--- src/rtl/core/lnlr_pkg.sv ---
`timescale 1ns / 1ps
// ----------------------------------------------------------------------------
// lnlr_pkg
// Types, constants and helpers shared by the longest letter run block.
// ----------------------------------------------------------------------------
package lnlr_pkg;

  localparam int unsigned SLOTS = 26;
  localparam int unsigned LEN_W = $clog2(SLOTS + 1);
  localparam int unsigned IDX_W = $clog2(SLOTS);

  localparam logic [7:0] CHAR_UPPER_A = 8'h41;
  localparam logic [7:0] CHAR_UPPER_Z = 8'h5A;
  localparam logic [7:0] CHAR_LOWER_A = 8'h61;
  localparam logic [7:0] CHAR_LOWER_Z = 8'h7A;
  localparam logic [7:0] CASE_OFFSET  = 8'd32;

  typedef logic [LEN_W-1:0] len_t;
  typedef logic [IDX_W-1:0] idx_t;
  typedef logic [SLOTS-1:0][7:0] run_t;

  typedef struct packed {
    logic [7:0] in_char;
    logic       in_last;
  } in_item_t;

  typedef struct packed {
    logic [7:0] out_char;
    logic       out_last;
    logic       out_empty;
  } out_item_t;

  // Best run handed to the drain stage when a string ends.
  typedef struct packed {
    run_t bytes;
    len_t len;
  } best_t;

  function automatic logic is_letter(input logic [7:0] c);
    return ((c >= CHAR_UPPER_A) && (c <= CHAR_UPPER_Z)) ||
           ((c >= CHAR_LOWER_A) && (c <= CHAR_LOWER_Z));
  endfunction

  function automatic logic [7:0] fold_case(input logic [7:0] c);
    if ((c >= CHAR_UPPER_A) && (c <= CHAR_UPPER_Z)) begin
      return c + CASE_OFFSET;
    end
    return c;
  endfunction

endpackage

--- src/rtl/core/lnlr_window.sv ---
`timescale 1ns / 1ps
// ----------------------------------------------------------------------------
// lnlr_window
// Current run window and best run store, updated once per accepted beat.
// ----------------------------------------------------------------------------
module lnlr_window (
  input  logic               clk_i,
  input  logic               rst_ni,
  input  logic               take_i,
  input  lnlr_pkg::in_item_t item_i,
  output lnlr_pkg::best_t    best_o
);
  import lnlr_pkg::*;

  run_t win_q, win_d;
  len_t wlen_q, wlen_d;
  run_t best_q, best_d;
  len_t blen_q, blen_d;

  logic [SLOTS-1:0] hit;
  logic             any_hit;
  idx_t             hit_idx;
  run_t             cut;
  len_t             keep;
  logic [7:0]       key;
  logic [IDX_W:0]   src;

  always_comb begin
    key = fold_case(item_i.in_char);
    for (int k = 0; k < SLOTS; k++) begin
      hit[k] = (len_t'(k) < wlen_q) && (fold_case(win_q[k]) == key);
    end
    any_hit = |hit;
    // Window letters are distinct, so at most one slot matches.
    hit_idx = '0;
    for (int k = 0; k < SLOTS; k++) begin
      if (hit[k]) begin
        hit_idx = hit_idx | idx_t'(k);
      end
    end

    for (int k = 0; k < SLOTS; k++) begin
      src = (IDX_W+1)'(k) + (IDX_W+1)'(hit_idx) + (IDX_W+1)'(1);
      if (!any_hit) begin
        cut[k] = win_q[k];
      end else if (src < (IDX_W+1)'(SLOTS)) begin
        cut[k] = win_q[src[IDX_W-1:0]];
      end else begin
        cut[k] = '0;
      end
    end
    keep = any_hit ? (wlen_q - len_t'(hit_idx) - len_t'(1)) : wlen_q;

    win_d  = cut;
    wlen_d = keep;
    if (!is_letter(item_i.in_char)) begin
      win_d  = win_q;
      wlen_d = '0;
    end else if (keep < len_t'(SLOTS)) begin
      win_d[keep[IDX_W-1:0]] = item_i.in_char;
      wlen_d = keep + len_t'(1);
    end

    best_d = best_q;
    blen_d = blen_q;
    if (wlen_d > blen_q) begin
      best_d = win_d;
      blen_d = wlen_d;
    end
  end

  assign best_o.bytes = best_d;
  assign best_o.len   = blen_d;

  always_ff @(posedge clk_i or negedge rst_ni) begin
    if (!rst_ni) begin
      wlen_q <= '0;
      blen_q <= '0;
    end else if (take_i) begin
      if (item_i.in_last) begin
        wlen_q <= '0;
        blen_q <= '0;
      end else begin
        wlen_q <= wlen_d;
        blen_q <= blen_d;
      end
    end
  end

  always_ff @(posedge clk_i) begin
    if (take_i) begin
      win_q  <= win_d;
      best_q <= best_d;
    end
  end

endmodule

--- src/rtl/core/lnlr_drain.sv ---
`timescale 1ns / 1ps
// ----------------------------------------------------------------------------
// lnlr_drain
// Holds a finished best run and sends it out one character per beat.
// ----------------------------------------------------------------------------
module lnlr_drain (
  input  logic                clk_i,
  input  logic                rst_ni,
  input  logic                load_i,
  input  lnlr_pkg::best_t     best_i,
  output logic                busy_o,
  output logic                done_o,
  output logic                out_valid_o,
  input  logic                out_ready_i,
  output lnlr_pkg::out_item_t out_data_o
);
  import lnlr_pkg::*;

  run_t buf_q;
  len_t len_q;
  idx_t idx_q;
  logic empty_q;
  logic busy_q;
  logic final_beat;

  assign final_beat  = (len_t'(idx_q) + len_t'(1)) == len_q;
  assign busy_o      = busy_q;
  assign done_o      = busy_q && out_ready_i && final_beat;
  assign out_valid_o = busy_q;

  assign out_data_o.out_char  = empty_q ? 8'h00 : buf_q[idx_q];
  assign out_data_o.out_last  = final_beat;
  assign out_data_o.out_empty = empty_q;

  always_ff @(posedge clk_i or negedge rst_ni) begin
    if (!rst_ni) begin
      busy_q <= 1'b0;
      idx_q  <= '0;
    end else if (load_i) begin
      busy_q <= 1'b1;
      idx_q  <= '0;
    end else if (busy_q && out_ready_i) begin
      if (final_beat) begin
        busy_q <= 1'b0;
      end else begin
        idx_q <= idx_q + idx_t'(1);
      end
    end
  end

  // A string without letters still yields one beat, flagged empty.
  always_ff @(posedge clk_i) begin
    if (load_i) begin
      buf_q   <= best_i.bytes;
      empty_q <= (best_i.len == '0);
      len_q   <= (best_i.len == '0) ? len_t'(1) : best_i.len;
    end
  end

endmodule

--- src/rtl/core/longest_nonrepeating_letter_run.sv ---
`timescale 1ns / 1ps
// ----------------------------------------------------------------------------
// longest_nonrepeating_letter_run
// Finds the longest run of distinct letters (case folded) in a byte string
// and sends it out, one character per beat, after the last input byte.
// ----------------------------------------------------------------------------
// Channel | Dir | Handshake                | Payload
// in      | in  | in_valid_i / in_ready_o  | in_data_i  (in_char, in_last)
// out     | out | out_valid_o / out_ready_i| out_data_o (out_char, out_last,
//         |     |                          |             out_empty)
//
// One input beat is taken per ready cycle; the window compare and cut complete
// in the cycle of acceptance. A string of N bytes whose best run has L
// letters yields L output beats (one if it has no letters), starting the
// cycle after its last byte. Bytes of the next string flow in while a run
// drains; a last byte waits only while the previous run has beats left.
// Reset clears the run lengths and the drain stage at once.
// ----------------------------------------------------------------------------
module longest_nonrepeating_letter_run (
  input  logic                clk_i,
  input  logic                rst_ni,
  input  logic                in_valid_i,
  output logic                in_ready_o,
  input  lnlr_pkg::in_item_t  in_data_i,
  output logic                out_valid_o,
  input  logic                out_ready_i,
  output lnlr_pkg::out_item_t out_data_o
);
  import lnlr_pkg::*;

  logic  take;
  logic  busy;
  logic  done;
  best_t best;

  assign in_ready_o = !busy || !in_data_i.in_last || done;
  assign take       = in_valid_i && in_ready_o;

  lnlr_window u_window (
    .clk_i  (clk_i),
    .rst_ni (rst_ni),
    .take_i (take),
    .item_i (in_data_i),
    .best_o (best)
  );

  lnlr_drain u_drain (
    .clk_i       (clk_i),
    .rst_ni      (rst_ni),
    .load_i      (take && in_data_i.in_last),
    .best_i      (best),
    .busy_o      (busy),
    .done_o      (done),
    .out_valid_o (out_valid_o),
    .out_ready_i (out_ready_i),
    .out_data_o  (out_data_o)
  );

endmodule

--- config.mk ---
export PLATFORM = sky130hd
export DESIGN_NAME = longest_nonrepeating_letter_run
export DESIGN_NICKNAME = d
export VERILOG_FILES = /design/src/rtl/core/lnlr_pkg.sv /design/src/rtl/core/lnlr_window.sv /design/src/rtl/core/lnlr_drain.sv /design/src/rtl/core/longest_nonrepeating_letter_run.sv
export SDC_FILE = /design/constraint.sdc
export NUM_CORES = 2
export LEC_CHECK = 0
export BUFFER_PORTS_ARGS = -buffer_cell sky130_fd_sc_hd__buf_4
export CORE_ASPECT_RATIO = 0.75
export CORE_MARGIN = 5
export CORE_UTILIZATION = 50
export CTS_CLUSTER_DIAMETER = 80
export DETAILED_ROUTE_END_ITERATION = 10
export PLACE_DENSITY = 0.68
export SLEW_MARGIN = 20
export SYNTH_ARGS = -nofsm -noshare
export SYNTH_HDL_FRONTEND = slang
export SYNTH_SLANG_ARGS = --single-unit
--- constraint.sdc ---
create_clock -name clk_i -period 11.97 [get_ports clk_i]
set_input_delay 1.197 -clock clk_i [delete_from_list [all_inputs] [get_ports clk_i]]
set_output_delay 1.197 -clock clk_i [all_outputs]
set_load 0.02 [all_outputs]
======== After elaboration in Yosys (flattened, before gate mapping) ========
Cells that the tools add are included.
storage, ports and cells
  register bits ........................... 646
  input bits .............................. 13
  output and inout bits ................... 12
  logic and storage cells ................. 669
cells by class
  add/sub/neg operators ................... 81
  magnitude comparators ................... 139
  eq/ne operators ......................... 28
  muxes and demuxes ....................... 267
  reductions and logical operators ........ 70
operators with widths
  operator             count
  $mux 8               161
  $bmux 8 s5           27
  $mux 208             4
  $ge 8x7->1 const B   28
  $le 8x7->1 const B   28
  $add 8x6->8 const B  27
  $bwmux 208           1
  $eq 8x8->1           26
  $lt 5x6->1 const B   28
  $lt 6x5->1 const B   26
  $add 6x1->6 const B  25
  $mux 5               25
  $add 5x5->6 const A  10
  $logic_and 1x1->1    59
  $lt 5x5->1 const A   10
  $add 4x5->6 const A  8
  $demux 8 s5          1
  $lt 4x5->1 const A   8
  $mux 1               34
  $mux 4               8
  $reduce_or 26->1     1
  $add 3x5->6 const A  4
  $lt 3x5->1 const A   4
  $add 2x5->6 const A  2
  other kinds (18)     30

======== Depth between registers and ports, before layout ========
  depth in word-level cells ............... 43
  gate-level depth with buffers ........... 43
  gate-level depth less buffers ........... 30

======== Hierarchy ========
From an unflattened synthesis, not the netlist that was laid out.
unflattened totals
  cells, all modules ...................... 4268
  area, all modules ....................... 49548.8 sq um
by module, submodules not included
  module                           instances  cells each  area an instance (sq um)  sequential area each (sq um)
  lnlr_window                      1          3823        40774.1                   12742.2
  lnlr_drain                       1          440         8735.9                    6576.3
  longest_nonrepeating_letter_run  1          5           38.8                      0.0

======== Worst setup path before layout ========
Ideal clock, no wire load.
  path kind ............................... register -> register
  start ................................... register u_drain.idx_q[0]
  end ..................................... register u_drain.busy_q (netlist: u_drain.busy_o)
  library setup time ...................... 124 ps
  data arrival time ....................... 11677 ps
  required time ........................... 11846 ps
  setup slack ............................. 168 ps
  cell stages (with the launch flop) ...... 10
  buffers on the path ..................... 0
  period minus slack after synthesis ...... 11802 ps
  cells stage by stage .................... dfrtp_1 > ha_1 > xor2_1 > nor3_1 > and3_1 > a21boi_0 > nand2_1 > nand2_1 > nor2_1 > or2_2
on the way
  cells in the longest elaborated chain, start to end .. 8
  elaborated cells on any way between the ends .. 10
  classes of those cells .................. add/sub (1); eq/ne (1); mux (1); reduce/logical (7)
RTL lines
  item                                line                                   RTL
  start: declaration                  lnlr_drain.sv:21                       idx_t idx_q;
  start signal: assignment            lnlr_drain.sv:46                       idx_q <= idx_q + idx_t'(1);
  $add 5x1->5 *                       lnlr_drain.sv:26                       assign final_beat = (len_t'(idx_q) + len_t'(1)) == len_q;
  $eq 5x5->1 *                        lnlr_drain.sv:26
  via u_drain.final_beat              lnlr_drain.sv:24                       logic final_beat;
  $logic_and 1x1->1 *                 lnlr_drain.sv:28                       assign done_o = busy_q && out_ready_i && final_beat;
  $logic_or 1x1->1 *                  longest_nonrepeating_letter_run.sv:36  assign in_ready_o = !busy || !in_data_i.in_last || done;
  via in_ready_o                      longest_nonrepeating_letter_run.sv:23  output logic in_ready_o,
  $logic_and 1x1->1 *                 longest_nonrepeating_letter_run.sv:37  assign take = in_valid_i && in_ready_o;
  $logic_and 1x1->1 *                 longest_nonrepeating_letter_run.sv:50  .load_i (take && in_data_i.in_last),
  via u_drain.load_i                  lnlr_drain.sv:9                        input logic load_i,
  $reduce_bool 2->1 (no source line)  n/a
  $reduce_and 2->1 (no source line)   n/a
  end signal: assignment              lnlr_drain.sv:37                       busy_q <= 1'b0;
  end signal: assignment              lnlr_drain.sv:40                       busy_q <= 1'b1;
  end signal: assignment              lnlr_drain.sv:44                       busy_q <= 1'b0;
  end: declaration                    lnlr_drain.sv:23                       logic busy_q;
Mark *: on every way through the listed nets, which the timed path passes. The rest lies on a longest branch.
A chain may end at the register's enable or synchronous reset.

==> impl_metrics.py <==
metrics = {
    "detailed_routing": {
        "via_per_inst": 7.93,
        "ant_nets": 0,
        "vias": 41300,
        "drcViolationCount": 0,
        "routed_wl_um": 247000,
        "drt_first_pass_iters": 7,
        "drt_iter0_drc": 8507,
        "wl_per_cell_um": 47.5,
    },
    "yosys": {
        "postSynthCellCount": 3950,
        "yosysTopAreaCell": "edfxtp_1",
        "synth_edf_count": 630,
        "seq_area_frac_synth_pct": 40.9,
        "yosysMostFrequentCell": "edfxtp_1",
        "synth_top_area_share_pct": 40.0,
        "syn_nets": 4022,
        "synthArstFlopShare_pct": 2.48,
        "ys_seq_elements": 646,
        "netlist_area_sq_mm": 0.0473,
        "synthTopCellsByArea": "edfxtp_1 (40%), mux4_2 (13%), mux2i_1 (8.9%)",
        "ys.warnings.count": 0,
        "synthTopCellsByCount": "edfxtp_1 (630), mux2i_1 (422), nor2_1 (268)",
        "synth_flop_cell": "edfxtp_1",
        "synth_cell_types": 106,
        "synth.avg_cell_area_sq_um": 12.0,
    },
    "setup_path": {
        "start_kind": "primary input",
        "crit_arrival_ns": 10.71,
        "criticalPathCategory": "in -> reg",
        "reg2reg_depth": 24,
        "r2r_end": "u_drain.buf_q[119]",
        "crit_required_ns": 12.39,
        "setup.worst_path.end_class": "flip-flop",
        "r2r_start": "u_window.wlen_q[3]",
        "crit_buf_inv": 5,
        "path_depth": 27,
        "critPathMostFrequentCell": "buf_4",
        "crit_slowest_cell": "nor2_1",
        "slowest_delay_ns": 1.10,
        "path_delay_family": "simple AND/OR/NAND/NOR gates",
        "cp_max_fo": 28,
        "r2r_slack_ns": 2.33,
    },
    "floorplan": {
        "pin_count": 25,
        "dieArea_sq_mm": 0.101,
        "die_h_um": 276,
        "row_count": 97,
        "initial_core_util_pct": 50.5,
        "core_area_sq_mm": 0.0936,
        "die_width_um": 365,
    },
    "timing": {
        "fin_crit_sh_pct": 86.0,
        "fmax_mhz": 97.2,
        "setup_viol_count_final": 0,
        "timing.setup.tns_ns": 0,
        "worst_pin_slew_ns": 1.33,
        "setup_slack_ns": 1.68,
        "slew_violations": 0,
        "min_period_ns": 10.29,
        "fin_skew_ns": 0.0353,
        "hold_viol": 0,
        "max_slew_margin_pct": 8.50,
        "grt_setup_unrepaired": "no",
    },
    "clock_network": {
        "cts_root_buf": "clkbuf_16",
        "h-tree-depth": 3,
        "path_clk_slew_ns": 0.06,
        "cts_sinks": 646,
        "cts_tree": "yes",
        "cts_inserted_buffers": 68,
        "ctsHoldBuffers": 0,
        "cts_resized": 0,
        "clk_latency_ns": 0.69,
        "clockBufferDepth": 3,
        "postCtsSetupBuffers": 0,
    },
    "global_route": {
        "grt.overflow.total": 0,
        "antenna_found_initial": 28,
        "grt_start_max_net_pins": 139,
        "track_usage_pct": 47.7,
        "grt_pass1_wl_um": 326000,
        "grt_pass1_vias": 36300,
    },
    "final_layout": {
        "final_core_util_pct": 55.1,
        "num-nets-final": 3983,
        "area_delta_synth_final_pct": 9.03,
        "drive_gt1_share_pct": 19.6,
    },
    "power": {
        "power.density_mw_per_mm2": 184,
        "p_total_mw": 9.48,
        "ir_worst_vdd_mv": 0.195,
        "power.leakage_nw": 18.1,
    },
    "place": {
        "port_buffers": 24,
        "dp_hpwl_um": 191000,
        "place_congestion": 1.13,
        "pre_cts_slack_ns": 1.69,
    },
    "run_status": {
        "status": "finished clean",
    },
    "min_path": {
        "hold_class": "in -> async",
    },
    "job": {
        "max_cap_viol_count": 0,
    },
}
power by group:
part	switching (mW)	total [mW]	internal, mW
sequential	0.466	3.83	3.36
combinational	2.16	3.48	1.32
clock	0.965	2.18	1.21
cell usage in the layout, fill, tap and decap left out, types with 31 or more instances in the layout:
cell type,n
nor2_1,265
edfxtp_1,630
a211o_1,31
clkbuf_16,69
a22oi_1,40
nand3_1,56
mux2i_1,421
xor2_1,103
a21oi_1,172
inv_1,67
ha_1,55
o21ai_0,56
mux2_1,111
buf_4,167
nor3_1,129
nand2_1,218
mux4_2,265
mux2_2,131
a31oi_1,37
a221o_1,126
a211oi_1,62
o21ai_1,33
xnor2_1,100
per-layer routing:
layer	routed length (um)	vias to the layer above	part of all wire (%)	global-route usage [%]
met3	45000	761	18	27.2
met1	92900	20700	38	64.4
met5	314	-	0.13	1.24
met2	91000	4051	37	59.5
li1	-	15700	-	-
met4	18300	24	7.4	25.5
cell families after synthesis:
logic type	after synthesis	synth area share [%]
muxes	929	27.3
DFF	646	40.9
adders and majority gates	59	1.58
buffers and inverters	360	3.43
and+or+nand+nor	890	9.01
AOI/OAI and AO/OA	831	13.1
xor gates and xnor gates	235	4.73
cell type report:
class / count / area [sq um]
Tap cell: 1237 / 1550
Sequential cell: 646 / 19300
Timing Repair Buffer: 175 / 1410
Clock inverter: 39 / 433
Inverter: 76 / 304
Clock buffer: 80 / 1780
Fill cell: 7788 / 42000
Multi-Input combinational cell: 2944 / 26700
Antenna cell: 14 / 35.0
worst max path at each step:
stage,start,endpoint,slack [ns]
floorplan,u_drain.idx_q[0],u_drain.busy_o,0.17
finish,in_data_i[6],u_drain.buf_q[119],1.68
global placement,in_data_i[6],u_drain.buf_q[178],1.84
global route,in_data_i[6],u_drain.buf_q[152],1.68
detailed placement,in_data_i[6],u_drain.buf_q[115],1.69
CTS,in_data_i[6],u_window.best_q[115],2.39
through the flow:
| step | instance area [sq um] | cells | hold WS, ns |
|---|---|---|---|
| 4_1_cts | 51400 | 5195 | 0.345 |
| 3_5_place_dp | 49200 | 5076 | 0.532 |
| 5_1_grt | 51500 | 5198 | 0.378 |
| 2_1_floorplan | 47300 | 3950 | 0.492 |
| 3_3_place_gp | 49200 | 5076 | 0.524 |
| 6_report | 51500 | 5211 | 0.365 |
state kept, by name, summed over array words and instances (netlist names), 5 cells and up:
register,flops
u_window.blen_q,5
u_drain.buf_q,208
u_drain.idx_q,5
u_window.win_q,208
u_window.best_q,208
u_drain.len_q,5
u_window.wlen_q,5
(Power assumes the default switching activity.)
